--- src/sv/siph_pkg.sv ---
// Package: SipHash-2-4 constants, lane/pipeline types and round functions.
`default_nettype none
package siph_pkg;

  localparam logic [63:0] SIP_C0        = 64'h736F_6D65_7073_6575;
  localparam logic [63:0] SIP_C1        = 64'h646F_7261_6E64_6F6D;
  localparam logic [63:0] SIP_C2        = 64'h6C79_6765_6E65_7261;
  localparam logic [63:0] SIP_C3        = 64'h7465_6462_7974_6573;
  localparam logic [63:0] SIP_FINAL_XOR = 64'h0000_0000_0000_00FF;
  localparam logic [63:0] KEY_LOW_RST   = 64'h0706_0504_0302_0100;
  localparam logic [63:0] KEY_HIGH_RST  = 64'h0F0E_0D0C_0B0A_0908;

  localparam int unsigned WORD_W    = 64;
  localparam int unsigned COUNT_W   = 4;
  localparam int unsigned LEN_W     = 8;
  localparam int unsigned CFG_IDX_W = 2;

  localparam logic [COUNT_W-1:0] FULL_BYTES = 4'd8;

  typedef enum logic [CFG_IDX_W-1:0] {
    CFG_KEY_LOW  = 2'd0,
    CFG_KEY_HIGH = 2'd1
  } cfg_idx_t;

  typedef struct packed {
    logic [63:0] v0;
    logic [63:0] v1;
    logic [63:0] v2;
    logic [63:0] v3;
  } lanes_t;

  // last word handed from the absorb stage to finalization
  typedef struct packed {
    lanes_t           lanes;
    logic [LEN_W-1:0] len;
    logic             len_block;  // full final word: length-only block still due
  } fin_item_t;

  typedef struct packed {
    logic s0_full;
    logic msg_open;
  } stat_t;

  function automatic lanes_t sip_mix(input lanes_t s);
    logic [63:0] a;
    logic [63:0] b;
    logic [63:0] c;
    logic [63:0] d;
    lanes_t      r;
    a = s.v0;
    b = s.v1;
    c = s.v2;
    d = s.v3;
    a = a + b;
    b = {b[50:0], b[63:51]};
    b = b ^ a;
    a = {a[31:0], a[63:32]};
    c = c + d;
    d = {d[47:0], d[63:48]};
    d = d ^ c;
    a = a + d;
    d = {d[42:0], d[63:43]};
    d = d ^ a;
    c = c + b;
    b = {b[46:0], b[63:47]};
    b = b ^ c;
    c = {c[31:0], c[63:32]};
    r.v0 = a;
    r.v1 = b;
    r.v2 = c;
    r.v3 = d;
    return r;
  endfunction

  function automatic lanes_t sip_two_rounds(input lanes_t s);
    return sip_mix(sip_mix(s));
  endfunction

  function automatic lanes_t sip_absorb(input lanes_t s, input logic [63:0] m);
    lanes_t t;
    t    = s;
    t.v3 = t.v3 ^ m;
    t    = sip_two_rounds(t);
    t.v0 = t.v0 ^ m;
    return t;
  endfunction

endpackage
`default_nettype wire

--- src/sv/siph_final.sv ---
// Finalization pipeline: length block, four rounds, lane fold, output register.
`default_nettype none
module siph_final (
  input  wire logic                clk,
  input  wire logic                rst_n,
  input  wire logic                fin_valid,
  output logic                     fin_ready,
  input  wire siph_pkg::fin_item_t fin_item,
  output logic                     out_valid,
  input  wire logic                out_ready,
  output logic [63:0]              out_hash
);
  import siph_pkg::*;

  logic              f1_vld_r;
  logic              f2_vld_r;
  logic              f3_vld_r;
  logic              out_vld_r;
  fin_item_t         f1_item_r;
  lanes_t            f2_lanes_r;
  lanes_t            f3_lanes_r;
  logic [WORD_W-1:0] hash_r;

  lanes_t            f2_lanes_nxt;
  lanes_t            f3_lanes_nxt;
  lanes_t            last_rounds;
  logic [WORD_W-1:0] hash_nxt;
  lanes_t            len_absorbed;

  logic out_free;
  logic f3_adv;
  logic f3_rdy;
  logic f2_adv;
  logic f2_rdy;
  logic f1_adv;
  logic fin_take;

  always_comb begin
    out_free = !out_vld_r || out_ready;
    f3_adv   = f3_vld_r && out_free;
    f3_rdy   = !f3_vld_r || f3_adv;
    f2_adv   = f2_vld_r && f3_rdy;
    f2_rdy   = !f2_vld_r || f2_adv;
    f1_adv   = f1_vld_r && f2_rdy;
    fin_ready = !f1_vld_r || f1_adv;
    fin_take  = fin_valid && fin_ready;
  end

  // stage 1: length-only block after a full final word, then the constant 0xFF xor into v2
  always_comb begin
    len_absorbed = sip_absorb(f1_item_r.lanes,
                              {f1_item_r.len, {(WORD_W-LEN_W){1'b0}}});
    f2_lanes_nxt = f1_item_r.len_block ? len_absorbed : f1_item_r.lanes;
    f2_lanes_nxt.v2 = f2_lanes_nxt.v2 ^ SIP_FINAL_XOR;
  end

  // stages 2 and 3: two finalization rounds each
  always_comb begin
    f3_lanes_nxt = sip_two_rounds(f2_lanes_r);
    last_rounds  = sip_two_rounds(f3_lanes_r);
    hash_nxt     = last_rounds.v0 ^ last_rounds.v1 ^ last_rounds.v2 ^ last_rounds.v3;
  end

  always_ff @(posedge clk) begin
    if (!rst_n) begin
      f1_vld_r  <= 1'b0;
      f2_vld_r  <= 1'b0;
      f3_vld_r  <= 1'b0;
      out_vld_r <= 1'b0;
    end else begin
      if (fin_take) begin
        f1_vld_r <= 1'b1;
      end else if (f1_adv) begin
        f1_vld_r <= 1'b0;
      end
      if (f1_adv) begin
        f2_vld_r <= 1'b1;
      end else if (f2_adv) begin
        f2_vld_r <= 1'b0;
      end
      if (f2_adv) begin
        f3_vld_r <= 1'b1;
      end else if (f3_adv) begin
        f3_vld_r <= 1'b0;
      end
      if (f3_adv) begin
        out_vld_r <= 1'b1;
      end else if (out_ready) begin
        out_vld_r <= 1'b0;
      end
    end
  end

  always_ff @(posedge clk) begin
    if (fin_take) begin
      f1_item_r <= fin_item;
    end
    if (f1_adv) begin
      f2_lanes_r <= f2_lanes_nxt;
    end
    if (f2_adv) begin
      f3_lanes_r <= f3_lanes_nxt;
    end
    if (f3_adv) begin
      hash_r <= hash_nxt;
    end
  end

  assign out_valid = out_vld_r;
  assign out_hash  = hash_r;

endmodule
`default_nettype wire
--- config.mk ---
export PLATFORM = sky130hd
export DESIGN_NAME = siph_final
export DESIGN_NICKNAME = d
export VERILOG_FILES = /design/src/sv/siph_pkg.sv /design/src/sv/siph_final.sv
export SDC_FILE = /design/constraint.sdc
export NUM_CORES = 2
export LEC_CHECK = 0
export BUFFER_PORTS_ARGS = -buffer_cell sky130_fd_sc_hd__buf_2
export CORE_UTILIZATION = 66
export CTS_CLUSTER_DIAMETER = 50
export CTS_CLUSTER_SIZE = 12
export DETAILED_ROUTE_END_ITERATION = 16
export PLACE_DENSITY = 0.84
export REMOVE_ABC_BUFFERS = 1
export SLEW_MARGIN = 10
export SYNTH_ARGS = -nofsm -noshare
export SYNTH_HDL_FRONTEND = slang
export SYNTH_SLANG_ARGS = --single-unit
--- constraint.sdc ---
create_clock -name clk -period 24.3 [get_ports clk]
set_input_delay 2.43 -clock clk [delete_from_list [all_inputs] [get_ports clk]]
set_output_delay 2.43 -clock clk [all_outputs]
set_load 0.05 [all_outputs]
==> impl_results.md, run 1 <==
* Async set or reset register ratio after synthesis at 0%
* Die width at 426 um
* CTS Hold Bufs at 0
* CTS max path bufs at 3
* Largest net degree at the start of global routing at 171
* Yosys warnings at 0
* FF+latch count, synth at 845
* Post-synthesis cell count at 13,468
* Failing step: global routing
* Post-synth cell types at 124
* CTS sink cnt at 845
* Cts bufs inserted at 99
* IO Pins at 335
* First Err: [ERROR GRT-0116] Global routing finished with congestion. Check the congestion regions in the DRC Viewer.
* Std cell rows at 155
* IO Port Bufs at 334
* Root Driver: clkbuf_16
* First-pass GRT wire length at 1,030,000 um
* Setup Buffers After CTS at 0
* Synth Flop Type: edfxtp_1
* Die H at 426 um
* Remaining Overflow, GRT at 2,301
* Vias in the first global route at 129,930
* Post-DP HPWL at 499,000 um
* Status: stopped before the end
* Number of synthesized flops with an enable pin at 841
* Syn avg cell area at 8.81 sq um
* GP Congestion at 1.56
* Total GRT Usage at 76.6%
* Sequential area share after synthesis at 21.4%
* Post-Syn Area at 119,000 sq um
* H-tree depth at 3
* Cts repair resizes at 0
* Starting Density at 66.5%
routing by layer:
layer	global-route usage [%]	overflow
met2	87.4	1380
met4	76.1	725
met5	41.1	16
met3	68.3	96
met1	76.1	84
logic make-up after synthesis:
group                    synth area share [%]
AO/OA/AOI/OAI                            24.6
flip-flops                               21.4
buffers and inverters                    2.48
XOR/XNOR                                 23.0
AND/OR/NAND/NOR                          11.0
adder cells (fa/ha/maj)                  15.7
multiplexers                             1.86
per-stage QoR:
step | area [sq um] | setup WS, ns | instances | hold WS [ns] | utilization [%]
after CTS | 126000 | 8.41 | 16086 | 0.502 | 70.4
after detailed placement | 123000 | 8.51 | 15934 | 0.479 | 68.7
after global placement | 123000 | 8.53 | 15934 | 0.477 | 68.7
after floorplan | 118000 | 1.90 | 13212 | 0.448 | -
synthesized netlist by cell type (all sizes together) (252+ instances only):
| cell | n | area share, % |
|---|---|---|
| o21bai | 312 | 2.0 |
| ha | 1447 | 15 |
| nor2 | 717 | 2.3 |
| inv | 526 | 1.7 |
| nand2 | 665 | 2.1 |
| a21o | 986 | 6.2 |
| nand3 | 252 | 1.1 |
| xor2 | 1520 | 11 |
| xnor2 | 1414 | 11 |
| edfxtp | 841 | 21 |
| a21oi | 1449 | 6.1 |
| o21ai | 684 | 2.9 |
==> inputs of run 2 (changes only) <==
Settings changed: CORE_UTILIZATION 66 to 40, CTS_CLUSTER_DIAMETER 50 to unset, CTS_CLUSTER_SIZE 12 to unset, PLACE_DENSITY 0.84 to unset, PLACE_DENSITY_LB_ADDON set to 0.15.
==> run 2 against run 1 <==
Net effect:
- the flow now finishes, with violations (capacitance limit, slew limit)
- synthesized cell count unchanged
- area after synthesis unchanged
==> impl_results.md, run 2 <==
* Status: finished, violations left
* Failing checks: capacitance limit, slew limit
* Sequential area share after synthesis at 21.4%
* Number of synthesized flops with an enable pin at 841
* Synth top area share at 21.3%
* Most common cell in the netlist: xor2_1
* Area grow syn2layout at 9.21%
* Worst slew pin tran at 1.59 ns
* Reg2reg end: f2_lanes_r[255]
* Fin nets at 15,551
* Top cells by area, synth: edfxtp_1 21%, ha_1 15%, xor2_1 11%
* Root Driver: clkbuf_16
* CTS max path bufs at 4
* Max Cap Violations at 7
* Total GRT Usage at 51.5%
* Die area at 299,000 sq um
* Final setup margin at 6.06 ns
* Top reg by flops: f1_item_r
* CP bufs+invs at 1
* Final setup fails at 0
* Commonest non-fill, non-tap cell in the layout: xor2_1
* Hold crit path type: reg2reg
* Die H at 547 um
* Final setup TNS at 0 ns
* Initial antenna violation count at 119
* Commonest non-fill, non-tap cells in the layout: 1,501 x xor2_1, 1,447 x ha_1, 1,442 x a21oi_1, 1,364 x xnor2_1, 985 x a21o_1
* CTS tree: built
* H-tree depth at 3
* Fraction of layout cells with a size suffix above 1 at 7.68%
* First-pass GRT wire length at 1,020,000 um
* Syn avg cell area at 8.81 sq um
* Synth Flop Type: edfxtp_1
* Worst setup SP type: flop
* DRC errors left at 0
* Yosys warnings at 0
* GP Congestion at 1.21
* Antenna Nets Post-Route at 0
* Async set or reset register ratio after synthesis at 0%
* Setup Buffers After CTS at 0
* Routed len/inst at 44.6 um
* Post-DP HPWL at 705,000 um
* CTS sink cnt at 845
* Largest registers: f1_item_r (265), f2_lanes_r (256), f3_lanes_r (256)
* Dpl cells at 17,620
* Filler cell count at 29,534
* Hold Violations, Final at 0
* Remaining Overflow, GRT at 0
* TritonRoute pass-1 iters at 9
* Critical Path RT at 24.96 ns
* Vias in the first global route at 108,368
* DR vias at 120,544
* Cell taking the most area after synthesis: edfxtp_1
* Placed cell areas at 126,000 sq um
* Crit Path Max Fanout at 7
* Worst-case reg-to-reg path depth at 50
* Final period util at 75.1%
* CTS Hold Bufs at 0
* Worst path top cell family by delay: compound AO/OA/AOI/OAI gates
* Post-synthesis cell count at 13,468
* Crit Path Class: reg2reg
* Worst-skew pair later-pin latency at 0.94 ns
* Crit path capture type: flop
* Fmax at 54.8 MHz
* Max incr delay on CP at 1.08 ns
* FF+latch count, synth at 845
* Initial DRC count at 18,112
* Cts bufs inserted at 103
* R2R Setup Slk at 6.06 ns
* Unrepaired setup endpoints after global routing: no
* Synth top cells by count: 1,516 x xor2_1, 1,447 x ha_1, 1,444 x a21oi_1
* Hold path depth at 1
* Die width at 547 um
* Worst path most repeated cell: a21oi_1
* IO Port Bufs at 334
* Worst hold path endpoint: out_valid
* Largest net degree at the start of global routing at 152
* Post-Syn Area at 119,000 sq um
* Post-synth cell types at 124
* Std cell rows at 199
* Starting Density at 40.3%
* Cts repair resizes at 0
* WL final at 799,000 um
* Final instance area at 130,000 sq um
* IO Pins at 335
* Min cycle time layout at 18.24 ns
* Hold Crit Start: f3_vld_r
* Final setup skew at 0.0843 ns
* Max-slew violations at 16
* CTS clock-pin slew for the worst setup and hold paths at 0.07 ns
* Worst path arrival time at 18.90 ns
* Final cell count without fillers at 17,904
* R2R Path Start: f1_item_r[150]
* Vias/cell at 6.73
* CP max-delay cell: xnor2_2
* Core ar. at 295,000 sq um
* Dpl ws at 7.24 ns
* Max FFs per register at 265
* Relative slew margins at -6.32%
-- run 2: cell counts after synthesis --
Identical to the previous run, type by type.
-- run 2: cells by family after synthesis --
kind of cell	Yosys count	share of synthesized area, %
AOI/OAI and AO/OA	4489	24.6
xor gates and xnor gates	2996	23.0
adders and majority gates	1471	15.7
buffers and inverters	783	2.48
DFF	845	21.4
muxes	198	1.86
and+or+nand+nor	2686	11.0
-- run 2: per-stage QoR --
step	util [%]	hold slack, ns
floorplan	-	0.448
global placement	42.6	0.476
detailed placement	42.7	0.482
CTS	43.8	0.503
global route	43.9	0.543
finish	44.0	0.500
-- run 2: worst max path at each step --
stage                     from               to  cells after the start
6_report        f1_item_r[150]  f2_lanes_r[255]                     50
5_1_grt        f2_lanes_r[128]   f3_lanes_r[62]                     61
4_1_cts        f2_lanes_r[128]   f3_lanes_r[62]                     59
3_5_place_dp   f2_lanes_r[128]   f3_lanes_r[62]                     59
3_3_place_gp    f1_item_r[150]  f2_lanes_r[255]                     51
2_1_floorplan        out_ready    f2_lanes_r[0]                      3
-- run 2: cell type report --
cell class              instances  area, sq um  share of cell area [%]
diodes                         97          243                   0.187
well taps                    3919         4900                    3.78
repair buffers                495         2980                    2.30
clock inverters                64          658                   0.508
multi-input cells           11840        90800                    70.1
flip-flops and latches        845        25300                    19.6
inverters                     527         1980                    1.53
clock buffers                 117         2630                    2.03
-- run 2: worst register-to-register path: cells and delay by family (launching register included) --
family / cells / cell delay, ns
AOI/OAI and AO/OA: 29 / 10.14
xor gates and xnor gates: 5 / 2.85
and+or+nand+nor: 11 / 2.31
adders and majority gates: 4 / 1.75
DFF: 1 / 0.68
buffers and inverters: 1 / 0.27
-- run 2: per-layer routing --
layer	wire [um]	vias to the layer above	track usage, %
li1	-	50322	-
met1	283000	57763	58.3
met2	326000	9467	74.5
met3	88600	2956	16.1
met4	101000	36	54.2
met5	425	-	0.443
Power of run 2 is not shown: default switching activity piles up to over one toggle a cycle in this logic, so the estimate is an artifact.
