$ cat src/sv/siph_pkg.sv
// Package: SipHash-2-4 constants, lane/pipeline types and round functions.
`default_nettype none
package siph_pkg;

  localparam logic [63:0] SIP_C0        = 64'h736F_6D65_7073_6575;
  localparam logic [63:0] SIP_C1        = 64'h646F_7261_6E64_6F6D;
  localparam logic [63:0] SIP_C2        = 64'h6C79_6765_6E65_7261;
  localparam logic [63:0] SIP_C3        = 64'h7465_6462_7974_6573;
  localparam logic [63:0] SIP_FINAL_XOR = 64'h0000_0000_0000_00FF;
  localparam logic [63:0] KEY_LOW_RST   = 64'h0706_0504_0302_0100;
  localparam logic [63:0] KEY_HIGH_RST  = 64'h0F0E_0D0C_0B0A_0908;

  localparam int unsigned WORD_W    = 64;
  localparam int unsigned COUNT_W   = 4;
  localparam int unsigned LEN_W     = 8;
  localparam int unsigned CFG_IDX_W = 2;

  localparam logic [COUNT_W-1:0] FULL_BYTES = 4'd8;

  typedef enum logic [CFG_IDX_W-1:0] {
    CFG_KEY_LOW  = 2'd0,
    CFG_KEY_HIGH = 2'd1
  } cfg_idx_t;

  typedef struct packed {
    logic [63:0] v0;
    logic [63:0] v1;
    logic [63:0] v2;
    logic [63:0] v3;
  } lanes_t;

  // last word handed from the absorb stage to finalization
  typedef struct packed {
    lanes_t           lanes;
    logic [LEN_W-1:0] len;
    logic             len_block;  // full final word: length-only block still due
  } fin_item_t;

  typedef struct packed {
    logic s0_full;
    logic msg_open;
  } stat_t;

  function automatic lanes_t sip_mix(input lanes_t s);
    logic [63:0] a;
    logic [63:0] b;
    logic [63:0] c;
    logic [63:0] d;
    lanes_t      r;
    a = s.v0;
    b = s.v1;
    c = s.v2;
    d = s.v3;
    a = a + b;
    b = {b[50:0], b[63:51]};
    b = b ^ a;
    a = {a[31:0], a[63:32]};
    c = c + d;
    d = {d[47:0], d[63:48]};
    d = d ^ c;
    a = a + d;
    d = {d[42:0], d[63:43]};
    d = d ^ a;
    c = c + b;
    b = {b[46:0], b[63:47]};
    b = b ^ c;
    c = {c[31:0], c[63:32]};
    r.v0 = a;
    r.v1 = b;
    r.v2 = c;
    r.v3 = d;
    return r;
  endfunction

  function automatic lanes_t sip_two_rounds(input lanes_t s);
    return sip_mix(sip_mix(s));
  endfunction

  function automatic lanes_t sip_absorb(input lanes_t s, input logic [63:0] m);
    lanes_t t;
    t    = s;
    t.v3 = t.v3 ^ m;
    t    = sip_two_rounds(t);
    t.v0 = t.v0 ^ m;
    return t;
  endfunction

endpackage
`default_nettype wire

$ cat src/sv/siph_absorb.sv
// Absorb stage: input register, lane state, one block compressed per word.
`default_nettype none
module siph_absorb (
  input  wire logic                         clk,
  input  wire logic                         rst_n,
  input  wire logic                         in_valid,
  output logic                              in_ready,
  input  wire logic [63:0]                  in_word,
  input  wire logic [3:0]                   in_count,
  input  wire logic                         in_last,
  input  wire logic [63:0]                  key_low,
  input  wire logic [63:0]                  key_high,
  output logic                              fin_valid,
  input  wire logic                         fin_ready,
  output siph_pkg::fin_item_t               fin_item,
  output siph_pkg::stat_t                   stat
);
  import siph_pkg::*;

  logic               s0_vld_r;
  logic               s0_vld_nxt;
  logic [WORD_W-1:0]  s0_word_r;
  logic [COUNT_W-1:0] s0_cnt_r;
  logic               s0_last_r;

  lanes_t             lanes_r;
  logic [LEN_W-1:0]   len_r;
  logic               open_r;

  lanes_t             base;
  lanes_t             absorbed;
  logic [LEN_W-1:0]   len_base;
  logic [LEN_W-1:0]   len_nxt;
  logic [COUNT_W-1:0] cnt_sat;
  logic [COUNT_W-1:0] len_add;
  logic               full;
  logic [WORD_W-1:0]  tail_mask;
  logic [WORD_W-1:0]  block;
  logic               s0_go;
  logic               in_take;

  always_comb begin
    if (open_r) begin
      base     = lanes_r;
      len_base = len_r;
    end else begin
      base.v0  = key_low ^ SIP_C0;
      base.v1  = key_high ^ SIP_C1;
      base.v2  = key_low ^ SIP_C2;
      base.v3  = key_high ^ SIP_C3;
      len_base = '0;
    end
    cnt_sat   = (s0_cnt_r > FULL_BYTES) ? FULL_BYTES : s0_cnt_r;
    full      = !s0_last_r || (cnt_sat == FULL_BYTES);
    len_add   = full ? FULL_BYTES : cnt_sat;
    len_nxt   = len_base + {{(LEN_W-COUNT_W){1'b0}}, len_add};
    // only used for a short tail, where cnt_sat is 0..7
    tail_mask = ~({WORD_W{1'b1}} << {cnt_sat[2:0], 3'b000});
    if (full) begin
      block = s0_word_r;
    end else begin
      block = (s0_word_r & tail_mask) | {len_nxt, {(WORD_W-LEN_W){1'b0}}};
    end
    absorbed = sip_absorb(base, block);
  end

  always_comb begin
    fin_valid          = s0_vld_r && s0_last_r;
    fin_item.lanes     = absorbed;
    fin_item.len       = len_nxt;
    fin_item.len_block = full;
    s0_go              = s0_vld_r && (!s0_last_r || fin_ready);
    in_ready           = !s0_vld_r || s0_go;
    in_take            = in_valid && in_ready;
    if (in_take) begin
      s0_vld_nxt = 1'b1;
    end else if (s0_go) begin
      s0_vld_nxt = 1'b0;
    end else begin
      s0_vld_nxt = s0_vld_r;
    end
    stat.s0_full  = s0_vld_r;
    stat.msg_open = open_r;
  end

  always_ff @(posedge clk) begin
    if (!rst_n) begin
      s0_vld_r <= 1'b0;
      open_r   <= 1'b0;
      len_r    <= '0;
      lanes_r  <= '0;
    end else begin
      s0_vld_r <= s0_vld_nxt;
      if (s0_go) begin
        lanes_r <= absorbed;
        len_r   <= len_nxt;
        open_r  <= !s0_last_r;
      end
    end
  end

  always_ff @(posedge clk) begin
    if (in_take) begin
      s0_word_r <= in_word;
      s0_cnt_r  <= in_count;
      s0_last_r <= in_last;
    end
  end

endmodule
`default_nettype wire

$ cat config.mk
export PLATFORM = sky130hd
export DESIGN_NAME = siph_absorb
export DESIGN_NICKNAME = d
export VERILOG_FILES = /design/src/sv/siph_pkg.sv /design/src/sv/siph_absorb.sv
export SDC_FILE = /design/constraint.sdc
export NUM_CORES = 2
export LEC_CHECK = 0
export BUFFER_PORTS_ARGS = -buffer_cell sky130_fd_sc_hd__buf_2
export CORE_MARGIN = 4
export CORE_UTILIZATION = 55
export DETAILED_ROUTE_END_ITERATION = 8
export HOLD_SLACK_MARGIN = 0.12
export PLACE_DENSITY = 0.75
export SYNTH_ARGS = -nofsm -noshare
export SYNTH_HDL_FRONTEND = slang
export SYNTH_SLANG_ARGS = --single-unit
$ cat constraint.sdc
create_clock -name clk -period 17.2 [get_ports clk]
set_clock_uncertainty 0.15 [all_clocks]
set_input_delay 0.86 -clock clk [delete_from_list [all_inputs] [get_ports clk]]
set_output_delay 0.86 -clock clk [all_outputs]
set_load 0.05 [all_outputs]
==> key figures, run 1 <==
Run status
  • Status: did not finish
  • Stop stage: global routing (5_1_grt)
  • First Err: [ERROR GRT-0116] Global routing finished with congestion. Check the congestion regions in the DRC Viewer.

Clock tree
  • H-Tree Depth: 2
  • CTS root buffer: clkbuf_16
  • Clk buf depth: 3
  • Clock sinks: ~340
  • Post-CTS Setup Bufs: 0
  • Post-CTS Hold Fix Bufs: 0
  • Num CTS Buffers: between 40 and 50

Synth
  • Synth top cells by count: a21oi_1, nand2_1, xnor2_1
  • Cell variety after synth: 96
  • Async set or reset register ratio after synthesis: 0
  • Syn Nets: 7657
  • Ys flop type: dfxtp_1
  • Yosys top cell by area: ha_1
  • Cell Area, Synth: about 0.052 mm²
  • Yosys reg bits: roughly 340
  • Sequential area share after synthesis: 0.1428
  • Avg Inst Size Synth: ~7.5 µm²
  • Syn. warnings: 0
  • Largest cells by area after synthesis: ha_1, dfxtp_1, xnor2_1
  • Cells after Synth: 6938
  • Number of synthesized flops with an enable pin: slightly below 70
  • Synth top area share: 0.1230
  • Most common cell in the netlist: a21oi_1

Placement
  • RD Place Congestion: roughly 1.4
  • IO Port Bufs: ~470
  • Post-DP HPWL: around 300 mm

Floorplanning
  • Die Y: approximately 310 µm
  • Die Wd: ~310 µm
  • # rows: roughly 110
  • IO Pins: 470
  • Initial core utilization: 0.5549

Global routing
  • Global route overflow: 6
  • Global-route wire length before repair: just under 500 mm
  • Vias in the first global route: 59910
  • GRT Overall Usage: 0.6935
  • Largest net degree at the start of global routing: 85
-- cell families after synthesis --
family | after synthesis | synth area share
AOI/OAI and AO/OA | 2248 | 0.2769
xor gates and xnor gates | 1172 | 0.2210
adders and majority gates | 518 | 0.1264
buffers and inverters | 733 | 0.05353
DFF | 335 | 0.1428
muxes | 47 | 0.009905
and+or+nand+nor | 1885 | 0.1695
-- layer usage --
layer,overflow,global-route usage
met1,0,0.7316
met2,3,0.8496
met3,0,0.5045
met4,3,0.6745
met5,0,0.1942
-- timing repair --
item	in CTS
pin swaps	0
gates cloned	0
endpoints found under the setup margin	1
endpoints found under the hold margin	0
gates resized for setup	1
-- stage by stage --
| stage | std cells | hold slack (ps) | setup slack [ps] | util | instance area (µm²) |
|---|---|---|---|---|---|
| after CTS | 8727 | 205.5 | 165.0 | 0.6254 | 58370 |
| after detailed placement | 8648 | 296.7 | 712.2 | 0.6094 | 56880 |
| after global placement | 8648 | 287.1 | 902.1 | 0.6094 | 56880 |
| after floorplan | 6938 | 279.4 | 2326 | - | 51790 |
==> run 2, diff against run 1 <==
Settings changed: CORE_UTILIZATION 55 to 40, HOLD_SLACK_MARGIN 0.12 to not set, PLACE_DENSITY 0.75 to not set, PLACE_DENSITY_LB_ADDON set to 0.15.
==> run 2 against run 1 <==
Area after synthesis unchanged. The flow now finishes, with violations (capacitance limit, slew limit, setup timing). Synthesized cell count is the same.
==> key figures, run 2 <==
Run status
  • Status: finished with violations
  • Failing checks: capacitance limit, slew limit, setup timing

Synth
  • Async set or reset register ratio after synthesis: 0
  • Syn. warnings: 0
  • Number of synthesized flops with an enable pin: 69
  • Most common cell in the netlist: a21oi_1
  • Yosys reg bits: between 300 and 400
  • Cell Area, Synth: about 0.052 mm²
  • Post-synthesis simple-gate area fraction: 0.1695
  • Syn Nets: between 7000 and 8000
  • Synth Area in Compound Gates: 0.2769
  • Post-synthesis adder-cell area fraction: 0.1264
  • Mux contribution to synthesized area: 0.009905
  • Largest family of logic cells by synthesized area: compound AO/OA/AOI/OAI gates
  • Avg Inst Size Synth: approximately 7.5 µm²
  • Largest cells by area after synthesis: ha_1, dfxtp_1, xnor2_1
  • Ys flop type: dfxtp_1
  • Cell variety after synth: 96
  • Cells after Synth: around 6900
  • Synth top area share: 0.1230
  • Synth top cells by count: a21oi_1, nand2_1, xnor2_1
  • XOR/XNOR Fraction of Synth Area: 0.2209
  • Yosys top cell by area: ha_1
  • Sequential area share after synthesis: 0.1428

Global routing
  • Global-route wire length before repair: between 500 and 600 mm
  • Vias in the first global route: 57090
  • Global route overflow: 0
  • GRT Overall Usage: 0.5586
  • Initial antenna violation count: 47
  • Largest net degree at the start of global routing: between 150 and 200

Layout
  • Non-filler cells, final: about 9400
  • Biggest regs: lanes_r: 256 flops, s0_word_r: 64 flops, len_r: 8 flops
  • Largest register FFs: between 200 and 300
  • Biggest register: lanes_r
  • Leading cell type in the layout, fill and taps excluded: a21oi_1
  • Layout cells sized above 1: 0.1589
  • Core Util, Final: 0.4773
  • Most frequent cells in the layout: a21oi_1, nand2_1, xnor2_1
  • Layout fillers: around 13000
  • Layout area overhead: 17.98%
  • Fin nets: roughly 8400

Floorplanning
  • IO Pins: 470
  • Die Area: 0.1353 mm²
  • # rows: ~130
  • Core ar.: ~0.13 mm²
  • Die Y: around 370 µm
  • Initial core utilization: 0.4046
  • Die Wd: around 370 µm

Worst setup path
  • Setup crit start kind: flip-flop
  • Reg2reg end: lanes_r[46]
  • Critical Path Fanout Max: 16
  • CP Capture Type: primary output
  • Worst reg2reg startpoint: s0_last_r
  • Reg2reg path depth: 46
  • Setup CP Type: reg -> out
  • Max stage delay on crit path: roughly 1000 ps
  • Crit-path leading delay family: compound AO/OA/AOI/OAI gates
  • R2R setup slack: around 1200 ps
  • Critical Path RT: between 15000 and 20000 ps
  • CP Buf/Inv Count: 6
  • Arr. time, crit path: roughly 16000 ps
  • Slowest CP cell: xor2_1

Placement
  • RD Place Congestion: between 1 and 1.5
  • Cell count after placement: around 9300
  • Post-DP HPWL: approximately 340 mm
  • Place WS: -370.0 ps
  • IO Port Bufs: 469

STA
  • Setup-failing EPs final: 10
  • Worst setup margin: -112.4 ps
  • Final Cycle Share: 1.007
  • Worst-margin pin slew: around 1600 ps
  • Final-report hold violation count: 0
  • Slew Limit Fails: 19
  • Period minus WS final: between 15000 and 20000 ps
  • Max Clock Freq: between 0.05 and 0.06 GHz
  • Max-slew headroom: -0.1061

Clock tree
  • Skew-Pair Late Insertion Delay: 710 ps
  • Num CTS Buffers: 44
  • Clock sinks: about 340
  • Worst-path clk slew: 70 ps
  • Post-CTS Hold Fix Bufs: 0
  • CTS root buffer: clkbuf_16
  • Clk buf depth: 3
  • H-Tree Depth: 2
  • TritonCTS clock tree: built

Route
  • Via density: between 6 and 7
  • Routed wire length per instance: between 40 and 50 µm
  • Total DRC errors in the routed layout: 0
  • Final WL: 398.9 mm
  • DRT Pass-1 Iters: 8
  • Via Count: 64310
  • Final ANT Viol Nets: 0
  • Initial DRC Count: 12020

Flow run
  • MaxCap Viol Count: 8

Min path
  • Hold endpoint: s0_word_r[19]
  • Hold crit path type: in -> reg
  • HP Start: in_word[19]
  • Hold Path Depth: 1
[run 2: cell counts after synthesis]
No cell type changed its count.
[run 2: how the worst max path moves through the flow]
stage	from	end	slack [ps]	cells after the start
3_3_place_gp	s0_last_r	fin_item[247]	-370	58
3_5_place_dp	s0_last_r	fin_item[247]	-370	58
5_1_grt	s0_last_r	fin_item[258]	-80	59
2_1_floorplan	open_r	fin_item[195]	2330	53
6_report	s0_last_r	fin_item[55]	-110	45
4_1_cts	s0_last_r	fin_item[69]	30	59
[run 2: logic make-up after synthesis]
kind of cell | after synthesis
compound gates | 2248
simple gates | 1885
xor+xnor | 1172
buf+inv | 733
fa+ha+maj | 518
flops | 335
mux | 47
[run 2: cell type report]
type	count	area, µm²	share of cell area
inverter	421	1588	0.02599
clock inverter	28	302.8	0.004955
multi-input combinational	5870	42160	0.6900
antenna	45	112.6	0.001843
timing repair buffer	964	6178	0.1011
clock buffer	53	1196	0.01958
sequential	335	7401	0.1211
tap	1729	2163	0.03540
[run 2: timing repair]
action,CTS,global route
endpoints found under the hold margin,0,0
setup endpoints to repair,116,123
buffers inserted,1,3
resized for setup,7,43
pin swaps,1,2
[run 2: routing by layer]
layer  track usage  wire (µm)  share of wire  up-vias
met3        0.2689      62330           0.16     1553
li1              -          -              -    26140
met1        0.6439     138600           0.35    30560
met4        0.5539      50910           0.13       20
met5      0.007835        252        0.00063        -
met2        0.7312     146800           0.37     6043
[run 2: stage by stage]
stage          setup TNS, ps  cell area [µm²]  hold WS, ps
6_report              -569.8            61100        191.6
4_1_cts                    0            60670        189.1
2_1_floorplan              0            51790        279.4
3_3_place_gp           -4169            59120        289.6
5_1_grt               -188.6            60990        206.0
3_5_place_dp           -4395            59120        293.8
Power of run 2 is left out: the tool's default activity adds up to more than one toggle a clock period on the data nets, which glitch-free logic cannot reach.
